**config.mk**
```make
export PLATFORM = sky130hd
export DESIGN_NAME = running_mean_variance_top
export DESIGN_NICKNAME = d
export VERILOG_FILES = /design/src/rmv_pkg.sv /design/src/rmv_div.sv /design/src/rmv_mul.sv /design/src/rmv_sqrt.sv /design/src/running_mean_variance_top.sv
export SDC_FILE = /design/constraint.sdc
export NUM_CORES = 2
export LEC_CHECK = 0
export ABC_CLOCK_PERIOD_IN_PS = 13840
export BUFFER_PORTS_ARGS = -buffer_cell sky130_fd_sc_hd__clkbuf_2
export CAP_MARGIN = 20
export CORE_MARGIN = 2
export CORE_UTILIZATION = 55
export DETAILED_ROUTE_END_ITERATION = 16
export HOLD_SLACK_MARGIN = 0.03
export PLACE_DENSITY = 0.82
export SYNTH_ARGS = -nofsm -noshare
export SYNTH_HDL_FRONTEND = slang
export SYNTH_SLANG_ARGS = --single-unit
```
**constraint.sdc**
```tcl
create_clock -name aclk -period 13.84 [get_ports aclk]
set_input_delay 2.768 -clock aclk [delete_from_list [all_inputs] [get_ports aclk]]
set_output_delay 2.768 -clock aclk [all_outputs]
set_load 0.02 [all_outputs]
```
**src/rmv_pkg.sv**
```systemverilog
package rmv_pkg;

    localparam int SAMPLE_WIDTH_DEF = 32;
    localparam int COUNT_WIDTH_DEF  = 32;

    localparam int SAMPLE_FIELD_W   = 32;
    localparam int COUNT_FIELD_W    = 32;
    localparam int MEAN_FIELD_W     = 32;
    localparam int MOMENT_W         = 64;
    localparam int ROOT_W           = MOMENT_W / 2;
    localparam int STD_FIELD_W      = 32;

    localparam int COUNT_LSB        = 0;
    localparam int MEAN_LSB         = COUNT_LSB + COUNT_FIELD_W;
    localparam int MOMENT_LSB       = MEAN_LSB + MEAN_FIELD_W;
    localparam int STD_LSB          = MOMENT_LSB + MOMENT_W;
    localparam int OUT_DATA_W       = STD_LSB + STD_FIELD_W;

endpackage

```
**src/rmv_div.sv**
```systemverilog
module rmv_div #(
    parameter int NUM_W = 64,
    parameter int DEN_W = 32
) (
    input  logic             aclk,
    input  logic             aresetn,
    input  logic             start,
    input  logic [NUM_W-1:0] dividend,
    input  logic [DEN_W-1:0] divisor,
    output logic             done,
    output logic [NUM_W-1:0] quotient
);

    localparam int STEP_W = $clog2(NUM_W);
    localparam logic [STEP_W-1:0] LAST_STEP = STEP_W'(NUM_W - 1);

    logic             busy_reg;
    logic             done_reg;
    logic [STEP_W-1:0] step_reg;
    logic [NUM_W-1:0] num_reg;
    logic [DEN_W-1:0] rem_reg;
    logic [DEN_W-1:0] den_reg;

    logic [DEN_W:0]   trial;
    logic [DEN_W:0]   diff;
    logic             ge;
    logic [DEN_W-1:0] rem_next;
    logic [NUM_W-1:0] num_next;

    // one quotient bit per cycle, restoring
    always_comb begin
        trial    = {rem_reg, num_reg[NUM_W-1]};
        diff     = trial - {1'b0, den_reg};
        ge       = trial >= {1'b0, den_reg};
        rem_next = ge ? diff[DEN_W-1:0] : trial[DEN_W-1:0];
        num_next = {num_reg[NUM_W-2:0], ge};
    end

    always_ff @(posedge aclk) begin
        if (!aresetn) begin
            busy_reg <= 1'b0;
            done_reg <= 1'b0;
            step_reg <= '0;
        end else begin
            done_reg <= busy_reg && (step_reg == LAST_STEP);
            if (start) begin
                busy_reg <= 1'b1;
                step_reg <= '0;
            end else if (busy_reg) begin
                if (step_reg == LAST_STEP) begin
                    busy_reg <= 1'b0;
                end else begin
                    step_reg <= step_reg + 1'b1;
                end
            end
        end
    end

    always_ff @(posedge aclk) begin
        if (start) begin
            num_reg <= dividend;
            rem_reg <= '0;
            den_reg <= divisor;
        end else if (busy_reg) begin
            num_reg <= num_next;
            rem_reg <= rem_next;
        end
    end

    assign done     = done_reg;
    assign quotient = num_reg;

endmodule

```
**src/rmv_mul.sv**
```systemverilog
module rmv_mul #(
    parameter int W = 32
) (
    input  logic           aclk,
    input  logic           aresetn,
    input  logic           start,
    input  logic [W-1:0]   op_a,
    input  logic [W-1:0]   op_b,
    output logic           done,
    output logic [2*W-1:0] product
);

    localparam int STEP_W = $clog2(W);
    localparam logic [STEP_W-1:0] LAST_STEP = STEP_W'(W - 1);

    logic              busy_reg;
    logic              done_reg;
    logic [STEP_W-1:0] step_reg;
    logic [W-1:0]      a_reg;
    logic [W-1:0]      b_reg;
    logic [2*W-1:0]    p_reg;

    logic [W:0]        sum;
    logic [2*W-1:0]    p_next;

    // shift-add, one multiplier bit per cycle
    always_comb begin
        sum    = {1'b0, p_reg[2*W-1:W]} + (b_reg[0] ? {1'b0, a_reg} : '0);
        p_next = {sum, p_reg[W-1:1]};
    end

    always_ff @(posedge aclk) begin
        if (!aresetn) begin
            busy_reg <= 1'b0;
            done_reg <= 1'b0;
            step_reg <= '0;
        end else begin
            done_reg <= busy_reg && (step_reg == LAST_STEP);
            if (start) begin
                busy_reg <= 1'b1;
                step_reg <= '0;
            end else if (busy_reg) begin
                if (step_reg == LAST_STEP) begin
                    busy_reg <= 1'b0;
                end else begin
                    step_reg <= step_reg + 1'b1;
                end
            end
        end
    end

    always_ff @(posedge aclk) begin
        if (start) begin
            a_reg <= op_a;
            b_reg <= op_b;
            p_reg <= '0;
        end else if (busy_reg) begin
            b_reg <= {1'b0, b_reg[W-1:1]};
            p_reg <= p_next;
        end
    end

    assign done    = done_reg;
    assign product = p_reg;

endmodule

```
**src/rmv_sqrt.sv**
```systemverilog
module rmv_sqrt #(
    parameter int RW = 32
) (
    input  logic            aclk,
    input  logic            aresetn,
    input  logic            start,
    input  logic [2*RW-1:0] radicand,
    output logic            done,
    output logic [RW-1:0]   root
);

    localparam int STEP_W = $clog2(RW);
    localparam logic [STEP_W-1:0] LAST_STEP = STEP_W'(RW - 1);

    logic              busy_reg;
    logic              done_reg;
    logic [STEP_W-1:0] step_reg;
    logic [2*RW-1:0]   v_reg;
    logic [RW+1:0]     r_reg;
    logic [RW-1:0]     q_reg;

    logic [RW+3:0]     trial;
    logic [RW+3:0]     test;
    logic [RW+3:0]     diff;
    logic              ge;

    // one root bit per cycle, two radicand bits shifted in
    always_comb begin
        trial = {r_reg, v_reg[2*RW-1 -: 2]};
        test  = {2'b00, q_reg, 2'b01};
        diff  = trial - test;
        ge    = trial >= test;
    end

    always_ff @(posedge aclk) begin
        if (!aresetn) begin
            busy_reg <= 1'b0;
            done_reg <= 1'b0;
            step_reg <= '0;
        end else begin
            done_reg <= busy_reg && (step_reg == LAST_STEP);
            if (start) begin
                busy_reg <= 1'b1;
                step_reg <= '0;
            end else if (busy_reg) begin
                if (step_reg == LAST_STEP) begin
                    busy_reg <= 1'b0;
                end else begin
                    step_reg <= step_reg + 1'b1;
                end
            end
        end
    end

    always_ff @(posedge aclk) begin
        if (start) begin
            v_reg <= radicand;
            r_reg <= '0;
            q_reg <= '0;
        end else if (busy_reg) begin
            v_reg <= {v_reg[2*RW-3:0], 2'b00};
            r_reg <= ge ? diff[RW+1:0] : trial[RW+1:0];
            q_reg <= {q_reg[RW-2:0], ge};
        end
    end

    assign done = done_reg;
    assign root = q_reg;

endmodule

```
**src/running_mean_variance_top.sv**
```systemverilog
// Running mean and variance (Welford) over a stream of signed fixed-point samples.
// Input channel s_*: one beat carries one sample in s_tdata (low SAMPLE_WIDTH bits
// used, two's complement). Output channel m_*: one beat per sample with count,
// mean, second moment and standard deviation in m_tdata, and in m_tuser a flag
// that is high once at least two samples were taken.
// One sample is processed at a time. An input beat passes through the bit-serial
// divider for the mean step, the serial multiplier, the 64-bit moment divider and
// the root unit before its output beat is formed; for the first sample the moment
// divider and the root unit are skipped. The block returns to idle and takes the
// next sample once the result is loaded into the output register, so it accepts
// no new sample before it is through with the last one.
// Reset clears count, mean and second moment and drops m_tvalid.
// A stalled receiver holds the result in the output register; the block takes one
// more sample and computes it, then waits until the held beat is taken.
module running_mean_variance_top #(
    parameter int SAMPLE_WIDTH = rmv_pkg::SAMPLE_WIDTH_DEF,
    parameter int COUNT_WIDTH  = rmv_pkg::COUNT_WIDTH_DEF
) (
    input  logic                          aclk,
    input  logic                          aresetn,
    input  logic                          s_tvalid,
    output logic                          s_tready,
    input  logic [rmv_pkg::SAMPLE_FIELD_W-1:0] s_tdata,  // sample
    output logic                          m_tvalid,
    input  logic                          m_tready,
    output logic [rmv_pkg::OUT_DATA_W-1:0] m_tdata,  // count, mean, second_moment, std_dev
    output logic [0:0]                    m_tuser    // std_dev_valid
);

    localparam int SW    = SAMPLE_WIDTH;
    localparam int CW    = COUNT_WIDTH;
    localparam int MW    = rmv_pkg::MOMENT_W;
    localparam int SUM_W = MW + 1;

    localparam logic [3:0] ST_IDLE    = 4'd0;
    localparam logic [3:0] ST_LOAD    = 4'd1;
    localparam logic [3:0] ST_DIV1    = 4'd2;
    localparam logic [3:0] ST_MUL_GO  = 4'd3;
    localparam logic [3:0] ST_MUL     = 4'd4;
    localparam logic [3:0] ST_ACC     = 4'd5;
    localparam logic [3:0] ST_VAR_GO  = 4'd6;
    localparam logic [3:0] ST_DIV2    = 4'd7;
    localparam logic [3:0] ST_SQRT_GO = 4'd8;
    localparam logic [3:0] ST_SQRT    = 4'd9;
    localparam logic [3:0] ST_OUT     = 4'd10;

    logic [3:0]    state_reg;
    logic [3:0]    state_next;

    logic [CW-1:0] cnt_reg;
    logic [SW-1:0] mean_reg;
    logic [MW-1:0] m2_reg;

    logic [SW-1:0] x_reg;
    logic          d0_neg_reg;
    logic [SW-1:0] a_reg;
    logic          d1_neg_reg;
    logic          b_nz_reg;
    logic [rmv_pkg::ROOT_W-1:0] sd_reg;

    logic          out_valid_reg;
    logic [rmv_pkg::OUT_DATA_W-1:0] out_data_reg;
    logic          out_flag_reg;

    logic signed [SW:0] d0;
    logic signed [SW:0] d1;
    logic [SW:0]   d0_mag;
    logic [SW:0]   d1_mag;
    logic [SW-1:0] step_q;
    logic [SW-1:0] mean_new;
    logic [2*SW-1:0] prod;
    logic [MW-1:0] term;
    logic [SUM_W-1:0] m2_sum;
    logic          sd_ok;
    logic          out_free;

    logic          div1_start;
    logic          div1_done;
    logic [SW-1:0] div1_q;
    logic          mul_start;
    logic          mul_done;
    logic          div2_start;
    logic          div2_done;
    logic [MW-1:0] div2_q;
    logic          sqrt_start;
    logic          sqrt_done;
    logic [rmv_pkg::ROOT_W-1:0] sqrt_root;

    always_comb begin
        d0       = $signed({x_reg[SW-1], x_reg}) - $signed({mean_reg[SW-1], mean_reg});
        d1       = $signed({x_reg[SW-1], x_reg}) - $signed({mean_reg[SW-1], mean_reg});
        d0_mag   = d0[SW] ? -d0 : d0;
        d1_mag   = d1[SW] ? -d1 : d1;
        step_q   = d0_neg_reg ? -div1_q : div1_q;
        mean_new = mean_reg + step_q;
        if ((d0_neg_reg != d1_neg_reg) && (a_reg != '0) && b_nz_reg) begin
            term = '0;
        end else begin
            term = MW'(prod);
        end
        m2_sum   = {1'b0, m2_reg} + SUM_W'(term);
        sd_ok    = |cnt_reg[CW-1:1];
        out_free = !out_valid_reg || m_tready;
    end

    assign div1_start = (state_reg == ST_LOAD);
    assign mul_start  = (state_reg == ST_MUL_GO);
    assign div2_start = (state_reg == ST_VAR_GO) && sd_ok;
    assign sqrt_start = (state_reg == ST_SQRT_GO);

    rmv_div #(
        .NUM_W (SW),
        .DEN_W (CW)
    ) u_div_mean (
        .aclk     (aclk),
        .aresetn  (aresetn),
        .start    (div1_start),
        .dividend (d0_mag[SW-1:0]),
        .divisor  (cnt_reg),
        .done     (div1_done),
        .quotient (div1_q)
    );

    rmv_mul #(
        .W (SW)
    ) u_mul (
        .aclk    (aclk),
        .aresetn (aresetn),
        .start   (mul_start),
        .op_a    (a_reg),
        .op_b    (d1_mag[SW-1:0]),
        .done    (mul_done),
        .product (prod)
    );

    rmv_div #(
        .NUM_W (MW),
        .DEN_W (CW)
    ) u_div_var (
        .aclk     (aclk),
        .aresetn  (aresetn),
        .start    (div2_start),
        .dividend (m2_reg),
        .divisor  (cnt_reg - 1'b1),
        .done     (div2_done),
        .quotient (div2_q)
    );

    rmv_sqrt #(
        .RW (rmv_pkg::ROOT_W)
    ) u_sqrt (
        .aclk     (aclk),
        .aresetn  (aresetn),
        .start    (sqrt_start),
        .radicand (div2_q),
        .done     (sqrt_done),
        .root     (sqrt_root)
    );

    always_comb begin
        state_next = state_reg;
        unique case (state_reg)
            ST_IDLE: begin
                if (s_tvalid) begin
                    state_next = ST_LOAD;
                end
            end
            ST_LOAD:    state_next = ST_DIV1;
            ST_DIV1: begin
                if (div1_done) begin
                    state_next = ST_MUL_GO;
                end
            end
            ST_MUL_GO:  state_next = ST_MUL;
            ST_MUL: begin
                if (mul_done) begin
                    state_next = ST_ACC;
                end
            end
            ST_ACC:     state_next = ST_VAR_GO;
            ST_VAR_GO:  state_next = sd_ok ? ST_DIV2 : ST_OUT;
            ST_DIV2: begin
                if (div2_done) begin
                    state_next = ST_SQRT_GO;
                end
            end
            ST_SQRT_GO: state_next = ST_SQRT;
            ST_SQRT: begin
                if (sqrt_done) begin
                    state_next = ST_OUT;
                end
            end
            ST_OUT: begin
                if (out_free) begin
                    state_next = ST_IDLE;
                end
            end
            default:    state_next = ST_IDLE;
        endcase
    end

    always_ff @(posedge aclk) begin
        if (!aresetn) begin
            state_reg     <= ST_IDLE;
            cnt_reg       <= '0;
            mean_reg      <= '0;
            m2_reg        <= '0;
            out_valid_reg <= 1'b0;
        end else begin
            state_reg <= state_next;
            if (state_reg == ST_IDLE && s_tvalid && cnt_reg != '1) begin
                cnt_reg <= cnt_reg + 1'b1;
            end
            if (state_reg == ST_DIV1 && div1_done) begin
                mean_reg <= mean_new;
            end
            if (state_reg == ST_ACC) begin
                m2_reg <= m2_sum[MW] ? '1 : m2_sum[MW-1:0];
            end
            if (state_reg == ST_OUT && out_free) begin
                out_valid_reg <= 1'b1;
            end else if (m_tready) begin
                out_valid_reg <= 1'b0;
            end
        end
    end

    always_ff @(posedge aclk) begin
        if (state_reg == ST_IDLE && s_tvalid) begin
            x_reg <= s_tdata[SW-1:0];
        end
        if (state_reg == ST_LOAD) begin
            d0_neg_reg <= d0[SW];
            a_reg      <= d0_mag[SW-1:0];
        end
        if (state_reg == ST_MUL_GO) begin
            d1_neg_reg <= d1[SW];
            b_nz_reg   <= (d1 != '0);
        end
        if (state_reg == ST_VAR_GO && !sd_ok) begin
            sd_reg <= '0;
        end
        if (state_reg == ST_SQRT && sqrt_done) begin
            sd_reg <= sqrt_root;
        end
        if (state_reg == ST_OUT && out_free) begin
            out_data_reg <= {
                rmv_pkg::STD_FIELD_W'(sd_reg),
                m2_reg,
                rmv_pkg::MEAN_FIELD_W'($signed(mean_reg)),
                rmv_pkg::COUNT_FIELD_W'(cnt_reg)
            };
            out_flag_reg <= sd_ok;
        end
    end

    assign s_tready   = (state_reg == ST_IDLE);
    assign m_tvalid   = out_valid_reg;
    assign m_tdata    = out_data_reg;
    assign m_tuser[0] = out_flag_reg;

endmodule

```
* After elaboration in Yosys (flattened, before gate mapping)
Index checks and enable logic that the tools add are counted.
Storage, ports and cells: register bits 904, input port bits 36
Cells by class: multiplexer cells 40, add/sub/neg operators 15, equality and inequality tests 22, bitwise gates (word level) 5, reductions and logical operators 35, order comparisons 3
Operator list (count):
- 2-to-1 mux 64 bit | 6
- 2-to-1 mux 32 bit | 11
- >= comparator 33 x 32 -> 1 bit | 2
- adder 64 x 64 -> 65 bit | 1
- negation 32 bit | 2
- subtractor 32 bit | 2
- one-hot mux 4 bit (11 select lines) | 1
- >= comparator 36 x 34 -> 1 bit | 1
- 2-to-1 mux 34 bit | 1
- subtractor 34 bit | 1
- adder 32 x 33 -> 33 bit | 1
- nonzero test 33 bit | 1
- subtractor 32 x 32 -> 33 bit | 1
- adder 32 x 1 -> 32 bit, second input constant | 1
- adder 32 bit | 1
- inequality test 32 bit, second input constant | 1
- nonzero test 32 bit | 1
- subtractor 32 x 1 -> 32 bit, second input constant | 1
- OR reduction 31 bit | 1
- 2-to-1 mux 4 bit | 7
- == test 4 x 3 -> 1 bit, second input constant | 4
- adder 5 x 1 -> 5 bit, second input constant | 3
- == test 5 bit, second input constant | 3
- 2-to-1 mux 1 bit | 14
- other kinds (17) | 52

* Depth between registers and ports, before layout
depth after elaboration 6, mapped depth 20

* By module
Synthesis repeated with hierarchy kept, for this count alone.
Unflattened totals: cell total of the unflattened synthesis 4874, area total of the unflattened synthesis 50230.7 um^2
By module, submodules not included:
- running_mean_variance_top | cells each 2197, instances 1, area each 22277.6 um^2, seq. area each 10470.0 um^2
- rmv_sqrt | cells each 774, instances 1, area each 7850.0 um^2, seq. area each 3383.2 um^2
- rmv_div at u_div_var | cells each 664, instances 1, area each 7224.4 um^2, seq. area each 3683.5 um^2
- rmv_mul | cells each 659, instances 1, area each 6875.3 um^2, seq. area each 3343.2 um^2
- rmv_div at u_div_mean | cells each 580, instances 1, area each 6003.3 um^2, seq. area each 2702.6 um^2

* Worst setup path before layout
Ideal clock, no wire load.
path type input to register, start input port m_tready, end register out_data_reg (netlist bit m_tdata[0]), enable pin, setup slack -709 ps, setup time 879 ps, required time 12961 ps, stages 2, arrival 13670 ps, path through nor2b_1 nor3_1
Between the ends: word-level cells in the longest chain between the ends 2
Ends and longest elaborated chain:
- start, declared | RTL line running_mean_variance_top.sv:25 | input logic m_tready,
- logical OR 1 bit | RTL line running_mean_variance_top.sv:103 | out_free = !out_valid_reg || m_tready;
- logical AND 1 bit | RTL line running_mean_variance_top.sv:246 | if (state_reg == ST_OUT && out_free) begin
- end signal, assigned | RTL line running_mean_variance_top.sv:247 | out_data_reg <= {
- end, declared | RTL line running_mean_variance_top.sv:62 | logic [rmv_pkg::OUT_DATA_W-1:0] out_data_reg;
No other way between the ends. A chain may end at the register's enable or synchronous reset.

* Worst setup path after layout
start register d0_neg_reg, end register m2_reg[54]
Between the ends: word-level cells in the longest chain between the ends 6
Ends and longest elaborated chain:
- start, declared | RTL line running_mean_variance_top.sv:55 | logic d0_neg_reg;
- start signal, assigned | RTL line running_mean_variance_top.sv:233 | d0_neg_reg <= d0[SW];
- inequality test 1 bit | RTL line running_mean_variance_top.sv:96 | if ((d0_neg_reg != d1_neg_reg) && (a_reg != '0) && b_nz_reg) begin
- logical AND 1 bit (2 in series) | RTL line running_mean_variance_top.sv:96
- 2-to-1 mux 64 bit | RTL line running_mean_variance_top.sv:96
- adder 64 x 64 -> 65 bit | RTL line running_mean_variance_top.sv:101 | m2_sum = {1'b0, m2_reg} + SUM_W'(term);
- 2-to-1 mux 64 bit | RTL line running_mean_variance_top.sv:218 | m2_reg <= m2_sum[MW] ? '1 : m2_sum[MW-1:0];
- end signal, assigned | RTL line running_mean_variance_top.sv:218
- end, declared | RTL line running_mean_variance_top.sv:52 | logic [MW-1:0] m2_reg;
No other way between the ends.

==> out/results.tsv <==
stage	metric	value	unit
clock_network	cts-buffers-inserted	93	
setup_path	r2r_slack	8.31	ns
sta	final.setup_skew	0.0308	ns
detailed_routing	wl_per_cell	18.0	um
global_route	antenna_found_initial	2	
job	drv_cap	0	
die	ios	199	
synth	synth_nets	5430	
clock_network	h-tree-depth	3	
setup_path	cp-startpoint	d0_neg_reg	
power	powerDensity	192	mW/mm2
placed_design	finalWeightedCongestion	0.939	
setup_path	path_class	register to register	
synth	syn_avg_cell_area	9.56	um2
clock_network	cts.reportedPaths.clkPinSlew	0.06	ns
detailed_routing	drt.antenna.violating_nets	0	
power	finalPower	10.4	mW
final_layout	finalNonFillerCells	6462	
power	leakage	22.0	nW
detailed_routing	drtPass1Iterations	5	
synth	netlist.area_leader.share	0.336	
synth	ys_top_cells_by_count	nand2_1, edfxtp_1, a21oi_1	
setup_path	slowest_stage	edfxtp_1	
placed_design	placedCellCount	6282	
synth	synth_edf_count	548	
placed_design	place_ws	8.38	ns
synth	syn_area	0.0490	mm2
final_layout	n_antenna_cell	0	
power	vdd_drop_max	0.141	mV
final_layout	finalInstanceArea	0.0542	mm2
final_layout	final_util	0.613	
global_route	grt_pass1_wl	187000	um
synth	synth_top_flop_cell	edfxtp_1	
detailed_routing	drtIter0Drc	3120	
die	start_util	0.554	
sta	drv_slew	0	
synth	ys_seq_area_frac	0.482	
detailed_routing	wl	117000	um
placed_design	dpl_cell_area	0.0509	mm2
setup_path	startpoint_type	register	
clock_network	cts_num_sinks	904	
synth	yosys_warnings	0	
die	die_width	302	um
clock_network	clockBufferDepth	3	
worst_hold_path	hold_path.class	register to register	
sta	finalCriticalPeriod	5.53	ns
sta	fmax	181	MHz
synth	synth.area.top_cells	edfxtp_1, dfxtp_1, ha_1, nand2_1, a21oi_1	
final_layout	drive_above_1_share	0.0850	
sta	finalHoldViolations	0	
synth	ys_ff_latch	904	
global_route	grt.overflow.total	0	
power	combPwrFrac	0.389	
setup_path	cpMostUsedCell	o21ai_0	
synth	yosysTopAreaCell	edfxtp_1	
die	rows	109	
setup_path	critPathMaxStageDelay	0.92	ns
sta	setup_ws	8.31	ns
final_layout	multi_input_area	0.0237	mm2
final_layout	largest_register_ffs	160	
sta	finalSetupViolCount	0	
power	pwr-share-clk	0.248	
sta	rsz0062_at_grt	no	
final_layout	area_growth	10.7	%
setup_path	crit_chain	xor2_1 -> o211ai_1 -> buf_4 -> and2_1 -> ha_1 -> fa_1 -> a211oi_1 -> nor2_1 -> a211oi_1 -> o21ai_0 -> a21o_1 -> a21oi_1 -> o21ai_0 -> a41oi_1 -> o21ai_0 -> xnor2_1 -> a21oi_1	
global_route	grt_pass1_vias	35710	
power	pwr-share-seq	0.363	
synth	synth_cell_types	85	
clock_network	clock_latency	0.67	ns
setup_path	r2r_start	d0_neg_reg	
clock_network	cts_tree	yes	
detailed_routing	post-route-drc-count	0	
worst_hold_path	holdCritStartpoint	sd_reg[20]	
die	die-area	0.0914	mm2
detailed_routing	detailroute.via_count	38005	
sta	period_share	0.400	
placed_design	port_buffers	198	
power	swShare	0.372	
sta	tightest_slew	1.07	ns
final_layout	regArea	0.0236	mm2
synth	postSynthCellCount	5120	
power	internal-power	6.54	mW
die	fp.dieH	302	um
global_route	grt_use_total	0.251	
sta	fin_tns_setup	0	ns
placed_design	dp_hpwl	82000	um
status	outcome	completed	
sta	whs	0.417	ns
setup_path	end_kind	register	
setup_path	worst_ep_arrival_time	6.06	ns
die	coreArea	0.0884	mm2
global_route	grt_start_max_net_pins	99	
sta	slew_headroom	0.289	
power	p_sw	3.87	mW
setup_path	required	14.37	ns
final_layout	fillCellCount	7184	
clock_network	cts_resized	0	
synth	async_reset_ff_frac	0	
clock_network	cts_root_buf	clkbuf_16	
clock_network	hold_buffers	0	
detailed_routing	viasPerCell	5.88	
setup_path	path_max_fanout	64	
final_layout	nNetsFinal	5528	
synth	synth.most_common_cell	nand2_1	
clock_network	post_cts_buffers	0	
[cell usage in the layout, fill, tap and decap left out, drive strengths merged, types with 80 or more instances in the layout]
cell type  synthesis  layout
a21oi            405     405
clkbuf           220     317
mux2i            154     154
edfxtp           548     548
a21o             124     124
inv              249     256
o21ai            367     367
and2             122     122
xnor2            191     191
dfxtp            356     356
nor2             370     370
xor2             150     150
nand2            695     695
ha               268     268
nor3             103     103
nand3             80      80
[power groups by stage]
stage	logic, mW	registers (mW)	clock network [mW]
after floorplan	3.17	3.67	0
after global placement	3.83	3.82	0
after detailed placement	3.94	3.84	0
after CTS	3.97	3.79	2.62
after global routing	4.50	3.83	2.72
final	4.05	3.78	2.58
[worst paths after layout]
| check | endpoint | depth (start not counted) |
|---|---|---|
| worst max-delay path | m2_reg[54] | 17 |
| worst min register to register | m_tdata[148] | 0 |
| worst max register to register | m2_reg[54] | 17 |
| worst min-delay path | m_tdata[148] | 0 |
[critical path: cells and delay by family (launching register included)]
family | cells | cell delay [ns]
AND/OR/NAND/NOR | 2 | 0.36
flip-flops | 1 | 0.92
adder cells (fa/ha/maj) | 2 | 0.66
XOR/XNOR | 2 | 0.40
AO/OA/AOI/OAI | 10 | 2.71
buffers and inverters | 1 | 0.30
[layout make-up]
| type | instances | share of cell area |
|---|---|---|
| multi-input combinational | 3730 | 0.436 |
| clock inverter | 54 | 0.0106 |
| clock buffer | 120 | 0.0475 |
| timing repair buffer | 238 | 0.0260 |
| inverter | 251 | 0.0174 |
| sequential | 904 | 0.435 |
| tap | 1165 | 0.0269 |
[routing by layer]
metal,global-route usage,share of wire,vias to the layer above
li1,-,-,18483
met1,0.339,0.44,18023
met2,0.404,0.46,1238
met3,0.0389,0.064,259
met4,0.108,0.039,2
met5,0,0.00011,-
[cells by family (layout without fill, tap and decap cells)]
group	Yosys count	count (layout)	synth area share
adder cells (fa/ha/maj)	274	274	0.0709
buffers and inverters	486	663	0.0373
multiplexers	155	155	0.0317
XOR/XNOR	341	341	0.0611
AO/OA/AOI/OAI	1249	1249	0.155
AND/OR/NAND/NOR	1711	1711	0.162
flip-flops	904	904	0.482
Note: power is estimated with default switching activity, not from simulation.
